### src/hw/rtl/ihex_pkg.sv
// Shared types, codes and helper functions for the Intel HEX record parser.
// Used by ihex_rec_decode and intel_hex_record_parser; depends on nothing.

package ihex_pkg;

    localparam logic [7:0] CHAR_COLON  = 8'h3a;
    localparam logic [7:0] CHAR_ZERO   = 8'h30;
    localparam logic [7:0] CHAR_NINE   = 8'h39;
    localparam logic [7:0] CHAR_UPPERA = 8'h41;
    localparam logic [7:0] CHAR_UPPERF = 8'h46;

    localparam logic KIND_DATA = 1'b0;
    localparam logic KIND_END  = 1'b1;

    localparam logic [1:0] STATUS_OK       = 2'd0;
    localparam logic [1:0] STATUS_CSUM_ERR = 2'd1;
    localparam logic [1:0] STATUS_BAD_TYPE = 2'd2;

    localparam logic [7:0] TYPE_DATA      = 8'h00;
    localparam logic [7:0] TYPE_EOF       = 8'h01;
    localparam logic [7:0] TYPE_EXT_LIN   = 8'h04;
    localparam logic [7:0] TYPE_START_LIN = 8'h05;

    typedef struct packed {
        logic        kind;
        logic [7:0]  byte_value;
        logic [7:0]  byte_index;
        logic [7:0]  record_length;
        logic [15:0] load_offset;
        logic [7:0]  record_type;
        logic [1:0]  status;
        logic [15:0] ext_address;
        logic        ext_valid;
    } result_t;

    // Upper-case hex digit to value; anything else decodes as zero.
    function automatic logic [3:0] hex_nibble(input logic [7:0] ch);
        logic [7:0] diff;
        begin
            diff = 8'h00;
            if (ch >= CHAR_ZERO && ch <= CHAR_NINE) begin
                diff = ch - CHAR_ZERO;
            end else if (ch >= CHAR_UPPERA && ch <= CHAR_UPPERF) begin
                diff = ch - CHAR_UPPERA + 8'd10;
            end
            return diff[3:0];
        end
    endfunction

    function automatic logic known_type(input logic [7:0] rtype);
        begin
            return (rtype == TYPE_DATA) || (rtype == TYPE_EOF) ||
                   (rtype == TYPE_EXT_LIN) || (rtype == TYPE_START_LIN);
        end
    endfunction

endpackage

### src/hw/rtl/ihex_rec_decode.sv
// Record state and per-character decode for the Intel HEX record parser.
// Depends on ihex_pkg for codes, the result struct and the nibble decode.

module ihex_rec_decode
    import ihex_pkg::*;
(
    input  logic       clk,
    input  logic       rst_n,
    input  logic       step,
    input  logic [7:0] char_in,
    output logic       res_valid,
    output result_t    res
);

    logic        in_record_reg,   in_record_next;
    logic [9:0]  digit_count_reg, digit_count_next;
    logic [3:0]  high_nibble_reg, high_nibble_next;
    logic [7:0]  length_reg,      length_next;
    logic [15:0] offset_reg,      offset_next;
    logic [7:0]  type_reg,        type_next;
    logic [7:0]  running_sum_reg, running_sum_next;
    logic [15:0] first_two_reg,   first_two_next;

    logic [3:0] nib;
    logic [7:0] data_byte;
    logic [7:0] sum_after;
    logic [8:0] rec_pos;
    logic [8:0] data_pos;
    logic [1:0] close_status;
    logic       ext_ok;

    assign nib       = hex_nibble(char_in);
    assign data_byte = {high_nibble_reg, nib};
    assign sum_after = running_sum_reg + data_byte;
    assign rec_pos   = digit_count_reg[9:1];
    assign data_pos  = rec_pos - 9'd4;

    always_comb
    begin
        if (sum_after != 8'h00) begin
            close_status = STATUS_CSUM_ERR;
        end else if (known_type(type_reg)) begin
            close_status = STATUS_OK;
        end else begin
            close_status = STATUS_BAD_TYPE;
        end
        ext_ok = (close_status == STATUS_OK) && (type_reg == TYPE_EXT_LIN);
    end

    always_comb
    begin
        in_record_next   = in_record_reg;
        digit_count_next = digit_count_reg;
        high_nibble_next = high_nibble_reg;
        length_next      = length_reg;
        offset_next      = offset_reg;
        type_next        = type_reg;
        running_sum_next = running_sum_reg;
        first_two_next   = first_two_reg;
        res_valid        = 1'b0;

        res               = '0;
        res.record_length = length_reg;
        res.load_offset   = offset_reg;
        res.record_type   = type_reg;

        if (!in_record_reg) begin
            if (char_in == CHAR_COLON) begin
                in_record_next   = 1'b1;
                digit_count_next = '0;
                high_nibble_next = '0;
                length_next      = '0;
                offset_next      = '0;
                type_next        = '0;
                running_sum_next = '0;
                first_two_next   = '0;
            end
        end else if (!digit_count_reg[0]) begin
            high_nibble_next = nib;
            digit_count_next = digit_count_reg + 10'd1;
        end else begin
            digit_count_next = digit_count_reg + 10'd1;
            running_sum_next = sum_after;
            if (rec_pos == 9'd0) begin
                length_next = data_byte;
            end else if (rec_pos == 9'd1) begin
                offset_next = {data_byte, 8'h00};
            end else if (rec_pos == 9'd2) begin
                offset_next = {offset_reg[15:8], data_byte};
            end else if (rec_pos == 9'd3) begin
                type_next = data_byte;
            end else if (data_pos < {1'b0, length_reg}) begin
                if (data_pos == 9'd0) begin
                    first_two_next = {data_byte, 8'h00};
                end else if (data_pos == 9'd1) begin
                    first_two_next = {first_two_reg[15:8], data_byte};
                end
                res_valid      = 1'b1;
                res.kind       = KIND_DATA;
                res.byte_value = data_byte;
                res.byte_index = data_pos[7:0];
            end else begin
                // Checksum byte closes the record.
                res_valid        = 1'b1;
                res.kind         = KIND_END;
                res.status       = close_status;
                res.ext_valid    = ext_ok;
                res.ext_address  = ext_ok ? first_two_reg : 16'h0000;
                in_record_next   = 1'b0;
                digit_count_next = '0;
            end
        end
    end

    always_ff @(posedge clk or negedge rst_n)
    begin
        if (!rst_n) begin
            in_record_reg   <= 1'b0;
            digit_count_reg <= '0;
            high_nibble_reg <= '0;
            length_reg      <= '0;
            offset_reg      <= '0;
            type_reg        <= '0;
            running_sum_reg <= '0;
            first_two_reg   <= '0;
        end else if (step) begin
            in_record_reg   <= in_record_next;
            digit_count_reg <= digit_count_next;
            high_nibble_reg <= high_nibble_next;
            length_reg      <= length_next;
            offset_reg      <= offset_next;
            type_reg        <= type_next;
            running_sum_reg <= running_sum_next;
            first_two_reg   <= first_two_next;
        end
    end

endmodule

### src/hw/rtl/intel_hex_record_parser.sv
// Intel HEX record parser: an accepted character passes the input register,
// then the result register, on its way to its result on the output.
// Throughput is one character per cycle unless a result stalls on out_ready;
// the output register lets the next request in while a result waits for out_ready.
// Reset (rst_n low, asynchronous) closes any open record, clears the header
// fields and running checksum, and empties both register stages.

module intel_hex_record_parser
    import ihex_pkg::*;
(
    input  logic        clk,
    input  logic        rst_n,

    input  logic        in_valid,
    output logic        in_ready,
    input  logic [7:0]  ascii_char,

    output logic        out_valid,
    input  logic        out_ready,
    output logic        kind,
    output logic [7:0]  byte_value,
    output logic [7:0]  byte_index,
    output logic [7:0]  record_length,
    output logic [15:0] load_offset,
    output logic [7:0]  record_type,
    output logic [1:0]  status,
    output logic [15:0] ext_address,
    output logic        ext_valid
);

    // Input stage: one character held for decode.
    logic       s1_valid_reg, s1_valid_next;
    logic [7:0] s1_char_reg;

    // Result stage.
    logic    out_valid_reg, out_valid_next;
    result_t out_reg;

    logic    in_fire;
    logic    step;
    logic    stall;
    logic    res_valid;
    result_t res;

    // The decode stage only has to wait when it would produce a result and
    // the result register is still occupied by one nobody has taken yet.
    // Characters that produce no result always move through.
    assign stall    = s1_valid_reg && res_valid && out_valid_reg && !out_ready;
    assign step     = s1_valid_reg && !stall;
    assign in_ready = !s1_valid_reg || !stall;
    assign in_fire  = in_valid && in_ready;

    always_comb
    begin
        if (in_fire) begin
            s1_valid_next = 1'b1;
        end else if (step) begin
            s1_valid_next = 1'b0;
        end else begin
            s1_valid_next = s1_valid_reg;
        end

        if (step && res_valid) begin
            out_valid_next = 1'b1;
        end else if (out_ready) begin
            out_valid_next = 1'b0;
        end else begin
            out_valid_next = out_valid_reg;
        end
    end

    ihex_rec_decode u_decode (
        .clk       (clk),
        .rst_n     (rst_n),
        .step      (step),
        .char_in   (s1_char_reg),
        .res_valid (res_valid),
        .res       (res)
    );

    always_ff @(posedge clk or negedge rst_n)
    begin
        if (!rst_n) begin
            s1_valid_reg  <= 1'b0;
            out_valid_reg <= 1'b0;
        end else begin
            s1_valid_reg  <= s1_valid_next;
            out_valid_reg <= out_valid_next;
        end
    end

    // Payload registers carry no reset; they are qualified by the valid bits.
    always_ff @(posedge clk)
    begin
        if (in_fire) begin
            s1_char_reg <= ascii_char;
        end
        if (step && res_valid) begin
            out_reg <= res;
        end
    end

    assign out_valid     = out_valid_reg;
    assign kind          = out_reg.kind;
    assign byte_value    = out_reg.byte_value;
    assign byte_index    = out_reg.byte_index;
    assign record_length = out_reg.record_length;
    assign load_offset   = out_reg.load_offset;
    assign record_type   = out_reg.record_type;
    assign status        = out_reg.status;
    assign ext_address   = out_reg.ext_address;
    assign ext_valid     = out_reg.ext_valid;

    // A decoded result is never dropped: it lands in the result register.
    a_result_captured: assert property (@(posedge clk) disable iff (!rst_n)
        step && res_valid |=> out_valid_reg)
        else $error("decoded result not captured");

    // An extended address only comes with a clean type 04 record end.
    a_ext_only_type04: assert property (@(posedge clk) disable iff (!rst_n)
        out_valid_reg && ext_valid |->
            kind == KIND_END && status == STATUS_OK && record_type == TYPE_EXT_LIN)
        else $error("ext_valid on a record that is not a good type 04");

    // Data bytes stay inside the length announced by the header.
    a_data_in_range: assert property (@(posedge clk) disable iff (!rst_n)
        out_valid_reg && kind == KIND_DATA |->
            byte_index < record_length && status == STATUS_OK && !ext_valid)
        else $error("data byte outside record length");

    // A held character is only replaced once it has been decoded.
    a_no_overrun: assert property (@(posedge clk) disable iff (!rst_n)
        s1_valid_reg && !step |-> !in_fire)
        else $error("input stage overwritten while stalled");

endmodule
### config.mk
export PLATFORM = sky130hd
export DESIGN_NAME = intel_hex_record_parser
export DESIGN_NICKNAME = d
export VERILOG_FILES = /design/src/hw/rtl/ihex_pkg.sv /design/src/hw/rtl/ihex_rec_decode.sv /design/src/hw/rtl/intel_hex_record_parser.sv
export SDC_FILE = /design/constraint.sdc
export NUM_CORES = 1
export LEC_CHECK = 0
export BUFFER_PORTS_ARGS = -buffer_cell sky130_fd_sc_hd__buf_2
export CAP_MARGIN = 10
export CELL_PAD_IN_SITES_DETAIL_PLACEMENT = 0
export CELL_PAD_IN_SITES_GLOBAL_PLACEMENT = 1
export CORE_MARGIN = 2
export CORE_UTILIZATION = 40
export CTS_BUF_LIST = sky130_fd_sc_hd__clkbuf_8 sky130_fd_sc_hd__clkbuf_16
export DETAILED_ROUTE_END_ITERATION = 10
export GPL_TIMING_DRIVEN = 0
export PLACE_DENSITY_LB_ADDON = 0.1
export SYNTH_ARGS = -nofsm -noshare
export SYNTH_HDL_FRONTEND = slang
export SYNTH_SLANG_ARGS = --single-unit
### constraint.sdc
create_clock -name clk -period 4.8 [get_ports clk]
set_clock_uncertainty 0.2 [all_clocks]
set_input_delay 1.2 -clock clk [delete_from_list [all_inputs] [get_ports clk]]
set_output_delay 1.2 -clock clk [all_outputs]
set_load 0.01 [all_outputs]
Yosys cells after proc, flatten, opt, wreduce, memory -nomap -nowiden

Cells that the tools add are included.

Register bits after elaboration: 149
Input port bits: 12
Bits in read-only memories: 0
Memory bits (writable): 0
Bits in latches: 0
Logic and storage cells: 156
Output and inout bits: 70
Memories kept: 0

Add/subtract/negate cells: 6
Reduce and logical (&&, ||, !) cells: 37
Mux-type cells: 61
Bitwise operators: 4
$mul: 0
Equality and inequality tests: 21
Divide/modulo/power cells: 0
Shift-type cells: 0
$lt $le $gt $ge: 5

Operator list:

| operator              | number |
|---|---|
| $mux 16               | 13 |
| $mux 8                | 14 |
| $mux 10               | 8 |
| $ne 2x2->1 const B    | 11 |
| $mux 4                | 5 |
| $mux 1                | 19 |
| $eq 9x1->1 const B    | 2 |
| $eq 9x2->1 const B    | 2 |
| $logic_not 9->1       | 2 |
| $reduce_and 9->1      | 2 |
| $eq 8x3->1 const B    | 2 |
| $reduce_or 7->1       | 2 |
| $add 10x1->10 const B | 1 |
| $reduce_and 5->1      | 2 |
| $logic_and 1x1->1     | 9 |
| $lt 9x8->1            | 1 |
| $sub 9x3->9 const B   | 1 |
| $add 8x8->8           | 1 |
| $eq 8x1->1 const B    | 1 |
| $eq 8x6->1 const B    | 1 |
| $ge 8x6->1 const B    | 1 |
| $ge 8x7->1 const B    | 1 |
| $le 8x6->1 const B    | 1 |
| $le 8x7->1 const B    | 1 |
| other kinds (17)      | 31 |

Longest topological paths before layout

Gate-level depths: netlist of run 1.

Depth in word-level cells: 14
Gate-level depth with buffers: 16
Gate-level depth less buffers: 15

Cells and area by module

From an unflattened synthesis of run 1, not the netlist that was laid out.

Cells, all modules: 513
Area, all modules: 6651.4 µm²

Modules (own cells, without submodules):

| module                  | seq. area each (µm²) | area each (µm²) | cells an instance | instances |
|---|---|---|---|---|
| ihex_rec_decode         | 1776.7               | 4247.8          | 427               | 1 |
| intel_hex_record_parser | 2332.2               | 2403.6          | 86                | 1 |

Worst setup path before layout of run 1

OpenSTA, ideal clock, no wires.

Path kind: input-to-reg
Start: input port out_ready
End: register out_reg (netlist bit byte_index[0]), enable pin
Arrival time: 4137 ps
Data required time: 4106 ps
Buffers on the path: 0
Library setup time: 494 ps
Setup slack: -32 ps
Stages on the path: 2
Cell sequence: nor2b_1 -> nor2_1

Word-level cells in the longest chain between the ends: 5

Ends and longest elaborated chain:

| what                 | line                          | source |
|---|---|---|
| start, declared      | intel_hex_record_parser.sv:19 | `input logic out_ready,` |
| $logic_not 1->1      | intel_hex_record_parser.sv:48 | `assign stall = s1_valid_reg && res_valid && out_valid_reg && !out_ready;` |
| $logic_and 1x1->1    | intel_hex_record_parser.sv:48 |  |
| $logic_not 1->1      | intel_hex_record_parser.sv:49 | `assign step = s1_valid_reg && !stall;` |
| $logic_and 1x1->1    | intel_hex_record_parser.sv:49 |  |
| $logic_and 1x1->1    | intel_hex_record_parser.sv:98 | `if (step && res_valid) begin` |
| end signal, assigned | intel_hex_record_parser.sv:99 | `out_reg <= res;` |
| end, declared        | intel_hex_record_parser.sv:37 | `result_t out_reg;` |

Every way passes these cells.
A chain may end at the register's enable or synchronous reset.

Final worst setup path of run 1

Start: register s1_char_reg[0]
End: register out_reg (netlist bit ext_address[13]), data pin

Word-level cells in the longest chain between the ends: 11
Elaborated cells between the ends (all ways): 18
Those cells by class: add/sub (4); order compare (4); mux (3); bitwise (1); reduce/logical (6)

Ends and longest elaborated chain:

| what                                                    | line                           | source |
|---|---|---|
| start, declared                                         | intel_hex_record_parser.sv:33  | `logic [7:0] s1_char_reg;` |
| start signal, assigned                                  | intel_hex_record_parser.sv:96  | `s1_char_reg <= ascii_char;` |
| $sub 4x1->4, or another cell as far along               | ihex_pkg.sv:44                 | `diff = ch - CHAR_UPPERA + 8'd10;` |
| $add 4x4->4 / $logic_and 1x1->1 (equally long branches) | ihex_pkg.sv:44, ihex_pkg.sv:43 |  |
| $mux 4                                                  | ihex_pkg.sv:43                 | `end else if (ch >= CHAR_UPPERA && ch <= CHAR_UPPERF) begin` |
| $mux 4 (*)                                              | ihex_pkg.sv:41                 | `if (ch >= CHAR_ZERO && ch <= CHAR_NINE) begin` |
| via u_decode.data_byte[0]                               | ihex_rec_decode.sv:25          | `logic [7:0] data_byte;` |
| $add 8x8->8 (*)                                         | ihex_rec_decode.sv:34          | `assign sum_after = running_sum_reg + data_byte;` |
| $reduce_bool 8->1 (*)                                   | ihex_rec_decode.sv:40          | `if (sum_after != 8'h00) begin` |
| $mux 2 (*)                                              | ihex_rec_decode.sv:40          |  |
| $logic_not 2->1 (*)                                     | ihex_rec_decode.sv:47          | `ext_ok = (close_status == STATUS_OK) && (type_reg == TYPE_EXT_LIN);` |
| $logic_and 1x1->1 (*)                                   | ihex_rec_decode.sv:47          |  |
| $not 1->1 (no source line) (*)                          | --                             |  |
| $reduce_or 8->1 (no source line) (*)                    | --                             |  |

Mark *: on every way through the listed nets, which the timed path passes. The rest lies on a longest branch.

==> key figures, run 1 <==
Run status
  – Status: finished, final reports clean

Setup path
  – Required @ worst endpoint: 4.89 ns
  – Startpoint types: flop
  – CP Class: flop to flop
  – CP endpoint kind: flop
  – WP data arrival: 4.61 ns
  – Crit-path max FO: 10

Clocking
  – Post-CTS setup buffers: 0
  – Clock tree buffer depth: 2
  – CTS Hold Bufs: 0
  – Cts repair resizes: 0
  – CTS Sinks: 149
  – CTS tree: yes
  – H-tree Lvls: 4
  – Clock buffer count from CTS: 17
  – Root Driver: clkbuf_16
  – Worst-Skew Late Latency: 0.42 ns
  – Clock transition at the registers of the reported paths: 0.06 ns

Pwr
  – Tot Pwr: 3.41 mW
  – VDD IR-drop max: 255 uV
  – PwrDens: 415 nW/um^2
  – Leak Pwr: 3.37 nW

STA
  – Slew headroom: 35.6%
  – Least-Margin Pin Slew: 0.964 ns
  – RSZ-0062 raised after global routing: false
  – Final hold violations: 0
  – Min Tclk post-route: 4.52 ns
  – Fin. max-slew vios: 0
  – Final setup fails: 0
  – Max frequency: 0.221 GHz
  – Post-route setup TNS: 0 ns
  – Fin crit share: 94.2%

Layout
  – Nets: 708
  – Final instance area: 8220 sq um
  – Layout cell share with drive strength beyond 1: 21.9%
  – Final core occ: 49.4%
  – ANT cells: 0
  – Area added between synthesis and finish: 19.9%

Routing
  – DRT Pass-1 Iters: 6
  – Vias: 4799
  – Vias/cell: 5.30
  – DRT Wirelength: 15.8 mm
  – Initial DRC Count: 301
  – Residual DRC: 0
  – Antenna-violating nets left: 0
  – Routed wire per std cell: 17.5 microns

Synthesis
  – Mapped Area: 6860 sq um
  – Post-Synth Adder-Cell Area: 4.49%
  – Synth Area in Compound Gates: 10.8%
  – FF+latch count, synth: 149
  – Synth cell types: 70
  – Main synth FF type: edfxtp_1
  – Post-Synth XOR/XNOR Area: 1.53%
  – Largest family of logic cells by synthesized area: simple AND/OR/NAND/NOR gates
  – Mapped Cells: 570
  – Mux contribution to synthesized area: 2.92%
  – Post-Synth Simple-Gate Area: 16.6%
  – Syn. warnings: 0
  – Seq/Total Area, Yosys: 59.9%
  – Ys async rst share: 49.0%
  – Post-synth EDFFs: 76
  – Syn nets: 606
  – Syn_area_per_cell: 12.0 sq um

GRT
  – Overflow after GRT: 0
  – GRT Total Usage: 18.4%
  – Pin count of the biggest net entering global routing: 44
  – Initial antenna violation count: 0
  – Wire length of the first global-routing pass: 25.3 mm
  – Vias in the first global route: 4621

Placed design
  – Port Buffers: 81
  – HPWL Detailed: 11.6 mm
  – Dpl cell area: 7590 sq um
  – Routability Congestion: 0.817

Die
  – Initial Util: 41.2%
  – Die Y: 135 microns
  – Core area: 16600 sq um
  – Die Wd: 135 microns
  – Die Area: 18200 sq um
  – # IOs: 82
  – # rows: 47

Job
  – Max cap viols: 0

Min path
  – Hold WC Path Type: flop to flop
-- final timing paths --
check / startpoint / end / slack [ns] / depth (start not counted)
max: s1_char_reg[0]$_DFFE_PP_ / ext_address[13]$_SDFFCE_PP0P_ / 0.28 / 14
min: u_decode.offset_reg[4]$_DFFE_PN0P_ / load_offset[4]$_DFFE_PP_ / 0.25 / 0
max in group asynchronous: rst_n / u_decode.type_reg[7]$_DFFE_PN0P_ / 3.30 / 2
min reg2reg: u_decode.offset_reg[4]$_DFFE_PN0P_ / load_offset[4]$_DFFE_PP_ / 0.25 / 0
min in group asynchronous: rst_n / u_decode.digit_count_reg[7]$_DFFE_PN0P_ / 0.52 / 1
max reg2reg: s1_char_reg[0]$_DFFE_PP_ / ext_address[13]$_SDFFCE_PP0P_ / 0.28 / 14
-- per-stage QoR --
stage	instances	setup WS, ns	hold slack, ns
2_1_floorplan	570	1.05	0.225
3_3_place_gp	871	0.135	0.239
3_5_place_dp	873	0.334	0.240
4_1_cts	905	0.253	0.254
5_1_grt	905	0.00965	0.260
6_report	905	0.276	0.250
-- final cells by class --
| cell class | instances | area, sq um |
|---|---|---|
| Sequential cell | 149 | 4110 |
| Fill cell | 1501 | 8420 |
| Tap cell | 220 | 275 |
| Multi-Input combinational cell | 366 | 2500 |
| Buffer | 21 | 124 |
| Clock inverter | 14 | 188 |
| Timing Repair Buffer | 83 | 455 |
| Clock buffer | 18 | 439 |
| Inverter | 34 | 128 |
-- worst max-delay path, stage by stage (launching register included) --
cell	delay, ns
edfxtp_1	0.44
inv_1	0.15
ha_1	0.21
or3b_1	0.37
and4_1	0.23
mux2i_1	0.65
inv_1	0.11
ha_1	0.24
a211oi_1	0.30
o21bai_1	0.16
o41ai_1	0.37
xnor2_1	0.18
and4bb_2	0.41
buf_6	0.17
and4_1	0.19
-- routing by layer --
| layer | track usage, % | up-vias | part of all wire (%) |
|---|---|---|---|
| met5 | 0 | - | 0 |
| met4 | 6.55 | 0 | 1.6 |
| met3 | 3.08 | 20 | 4.2 |
| met2 | 29.1 | 108 | 47 |
| met1 | 25.5 | 2376 | 47 |
| li1 | - | 2295 | - |
-- cells in the mapped netlist, drive strengths merged, types with 2 or more instances --
master	count	share of area (%)
a211oi	2	0.22
a21o	4	0.46
a21oi	11	1.0
a221o	2	0.29
a22o	7	0.91
a31oi	6	0.55
and2	3	0.27
and3	4	0.44
and4	18	2.3
and4bb	2	0.36
buf	11	1.2
clkbuf	9	0.49
dfrtp	73	27
edfxtp	76	33
ha	23	4.2
inv	33	1.8
mux2	8	1.3
mux2i	11	1.6
nand2	70	3.9
nand2b	7	0.64
nand3	13	0.95
nand4	7	0.86
nor2	31	1.7
nor2b	16	1.5
nor3	11	0.88
nor3b	3	0.40
nor4	5	0.77
nor4b	4	0.78
o21ai	41	3.0
o21bai	3	0.33
o22ai	9	0.82
o31ai	16	1.8
or3	3	0.35
xnor2	9	1.1
xor2	3	0.38
-- logic make-up (layout without fill, tap and decap cells) --
logic type                 after synthesis  count (layout)
buffers and inverters                   55             170
DFF                                    149             149
adders and majority gates               24              24
xor gates and xnor gates                12              12
and+or+nand+nor                        202             202
muxes                                   19              19
AOI/OAI and AO/OA                      109             109
-- layout by cell type, fill, tap and decap left out, types with 7 or more instances in the layout --
master	Yosys	final
buf_2	7	87
edfxtp_1	76	76
dfrtp_1	73	73
nand2_1	69	69
inv_1	33	33
nor2_1	31	30
o21ai_1	24	24
ha_1	23	23
and4_1	18	18
o21ai_0	17	17
clkbuf_16	0	17
nor2b_1	16	16
o31ai_1	16	16
nand3_1	13	13
mux2i_1	11	11
nor3_1	10	10
xnor2_1	9	9
a21oi_1	9	9
clkbuf_1	9	9
o22ai_1	9	9
nand2b_1	7	7
-- where the power goes --
part	switching, mW	total (mW)	internal, mW	leakage [nW]
clock	0.562	1.41	0.850	0.311
combinational	0.304	0.496	0.193	1.39
sequential	0.0763	1.50	1.43	1.66
total	0.941	3.41	2.47	3.37
(Power assumes the default switching activity.)
==> run 2, diff against run 1 <==
==> constraint.sdc (replaced) <==
create_clock -name clk -period 4.61 [get_ports clk]
set_clock_uncertainty 0.2 [all_clocks]
set_input_delay 1.1525 -clock clk [delete_from_list [all_inputs] [get_ports clk]]
set_output_delay 1.1525 -clock clk [all_outputs]
set_load 0.01 [all_outputs]
==> key figures, run 2 (synthesis results as in run 1) <==
Placed design
  – HPWL Detailed: 11.6 mm (unchanged)
  – Routability Congestion: 0.817 (unchanged)
  – Dpl cells: 873 (unchanged)
  – Port Buffers: 81 (unchanged)

Pwr
  – VDD IR-drop max: 267 uV (was 255 uV)
  – Clock power frac: 41.4% (about the same)
  – PwrDens: 431 nW/um^2 (was 415 nW/um^2)
  – Sequential fraction of design power: 44.0% (about the same)
  – Internal: 2.57 mW (was 2.47 mW)
  – Net Sw Frac: 27.6% (about the same)
  – Logic pwr share: 14.6% (about the same)
  – NetSw: 0.981 mW (was 0.941 mW)
  – Leak Pwr: 3.37 nW (about the same)

Layout
  – Nets: 710 (was 708)
  – Commonest non-fill, non-tap cells in the layout: 87 x buf_2, 76 x edfxtp_1, 73 x dfrtp_1, 69 x nand2_1, 33 x inv_1 (unchanged)
  – Non-Filler Instances: 907 (was 905)
  – Layout cell share with drive strength beyond 1: 22.3% (was 21.9%)
  – Area added between synthesis and finish: 20.2% (was 19.9%)
  – ANT cells: 0 (unchanged)
  – Final core occ: 49.5% (was 49.4%)
  – Most common cell after layout, fill and taps aside: buf_2 (unchanged)
  – # fillers: 1500 (was 1501)

Clocking
  – CTS tree: yes (unchanged)
  – Root Driver: clkbuf_16 (unchanged)
  – CTS Sinks: 149 (unchanged)
  – Clock tree buffer depth: 2 (unchanged)
  – H-tree Lvls: 4 (unchanged)
  – Clock transition at the registers of the reported paths: 0.06 ns (about the same)
  – Worst-Skew Late Latency: 0.42 ns (about the same)
  – Clock buffer count from CTS: 17 (unchanged)

GRT
  – GRT Total Usage: 18.4% (unchanged)
  – Pin count of the biggest net entering global routing: 44 (unchanged)
  – Initial antenna violation count: 0 (unchanged)
  – Wire length of the first global-routing pass: 25.3 mm (unchanged)
  – Overflow after GRT: 0 (unchanged)
  – Vias in the first global route: 4621 (unchanged)

Routing
  – Initial DRC Count: 273 (was 301)
  – Residual DRC: 0 (unchanged)
  – DRT Wirelength: 15.9 mm (was 15.8 mm)
  – Vias: 4778 (was 4799)
  – Routed wire per std cell: 17.5 microns (about the same)
  – Antenna-violating nets left: 0 (unchanged)
  – Vias/cell: 5.27 (was 5.30)
  – DRT Pass-1 Iters: 5 (was 6)

Die
  – Core area: 16600 sq um (unchanged)
  – Die Area: 18200 sq um (unchanged)
  – Die Wd: 135 microns (unchanged)
  – # IOs: 82 (unchanged)
  – # rows: 47 (unchanged)
  – Initial Util: 41.2% (unchanged)
  – Die Y: 135 microns (unchanged)

Setup path
  – Crit-path max FO: 10 (unchanged)
  – Required @ worst endpoint: 4.70 ns (was 4.89 ns)
  – CP Class: flop to flop (unchanged)
  – WP data arrival: 4.41 ns (was 4.61 ns)
  – CP endpoint kind: flop (unchanged)
  – Startpoint types: flop (unchanged)

Run status
  – Status: finished, final reports clean (unchanged)

STA
  – RSZ-0062 raised after global routing: false (unchanged)
  – Least-Margin Pin Slew: 0.956 ns (was 0.964 ns)
  – Final hold violations: 0 (unchanged)
  – Fin. max-slew vios: 0 (unchanged)
  – Final Hold Slack: 0.251 ns (was 0.250 ns)
  – Final setup fails: 0 (unchanged)
  – Min Tclk post-route: 4.32 ns (was 4.52 ns)
  – Fin crit share: 93.7% (was 94.2%)
  – Slew headroom: 36.1% (was 35.6%)
  – Max frequency: 0.232 GHz (was 0.221 GHz)

Job
  – Max cap viols: 0 (unchanged)

Min path
  – Hold WC Path Type: flop to flop (unchanged)
## run 2: cell types whose count changed in the layout (fill, tap and decap cells not counted), sizes merged
cell	change
buf	+2
## run 2: worst paths after layout
| kind | slack, ns | startpoint | to | cells past startpoint |
|---|---|---|---|---|
| worst max-delay path | 0.29 | s1_char_reg[0]$_DFFE_PP_ | ext_address[13]$_SDFFCE_PP0P_ | 14 |
| worst min-delay path | 0.25 | u_decode.offset_reg[4]$_DFFE_PN0P_ | load_offset[4]$_DFFE_PP_ | 0 |
| worst max register to register | 0.29 | s1_char_reg[0]$_DFFE_PP_ | ext_address[13]$_SDFFCE_PP0P_ | 14 |
| worst min register to register | 0.25 | u_decode.offset_reg[4]$_DFFE_PN0P_ | load_offset[4]$_DFFE_PP_ | 0 |
| max in group asynchronous | 3.16 | rst_n | u_decode.offset_reg[15]$_DFFE_PN0P_ | 2 |
| min in group asynchronous | 0.48 | rst_n | u_decode.digit_count_reg[7]$_DFFE_PN0P_ | 1 |
## run 2: cell type report
type                            count  area, sq um  share of cell area (%)
Tap cell                          220          275                    3.34
Timing Repair Buffer               85          470                    5.71
Buffer                             21          124                    1.50
Sequential cell                   149         4110                    49.9
Multi-Input combinational cell    366         2510                    30.4
Clock inverter                     14          188                    2.28
Inverter                           34          128                    1.55
Clock buffer                       18          439                    5.33
## run 2: layer usage
layer | track usage (%) | vias up | part of all wire (%)
met5 | 0 | - | 0
met4 | 6.55 | 0 | 1.6
met3 | 3.08 | 19 | 4.0
met2 | 29.1 | 119 | 47
met1 | 25.5 | 2338 | 47
li1 | - | 2302 | -
## run 2: critical path, cell delays in order, from the launching register on
cell and delay [ns]:
edfxtp_1 0.44, inv_1 0.15, ha_1 0.21, or3b_1 0.37, and4_1 0.24, mux2i_2 0.45
inv_1 0.10, ha_1 0.22, a211oi_1 0.31, o21bai_1 0.16, o41ai_1 0.37, xnor2_1 0.18
and4bb_2 0.41, buf_6 0.17, and4_1 0.19
## run 2: metrics by stage
| stage | setup WS (ns) | area (sq um) | setup TNS [ns] | power [mW] |
|---|---|---|---|---|
| 3_3_place_gp | -0.0548 | 7540 | -3.22 | 2.08 |
| 4_1_cts | 0.0627 | 8220 | 0 | 3.58 |
| 6_report | 0.292 | 8240 | 0 | 3.55 |
| 5_1_grt | 0.0265 | 8240 | 0 | 3.71 |
| 2_1_floorplan | 0.864 | 6860 | 0 | 1.94 |
| 3_5_place_dp | 0.144 | 7590 | 0 | 2.10 |
## run 2: power groups by stage
stage / Sequential (mW) / Combinational, mW / Clock [mW]
floorplan: 1.56 / 0.383 / 0
global placement: 1.59 / 0.496 / 0
detailed placement: 1.59 / 0.515 / 0
CTS: 1.56 / 0.518 / 1.50
global route: 1.58 / 0.583 / 1.55
finish: 1.56 / 0.518 / 1.47
## run 2: repair_timing
item,CTS,global route
hold buffers,0,0
gates resized for setup,0,1
endpoints found under the setup margin,0,19
buffers inserted,0,2
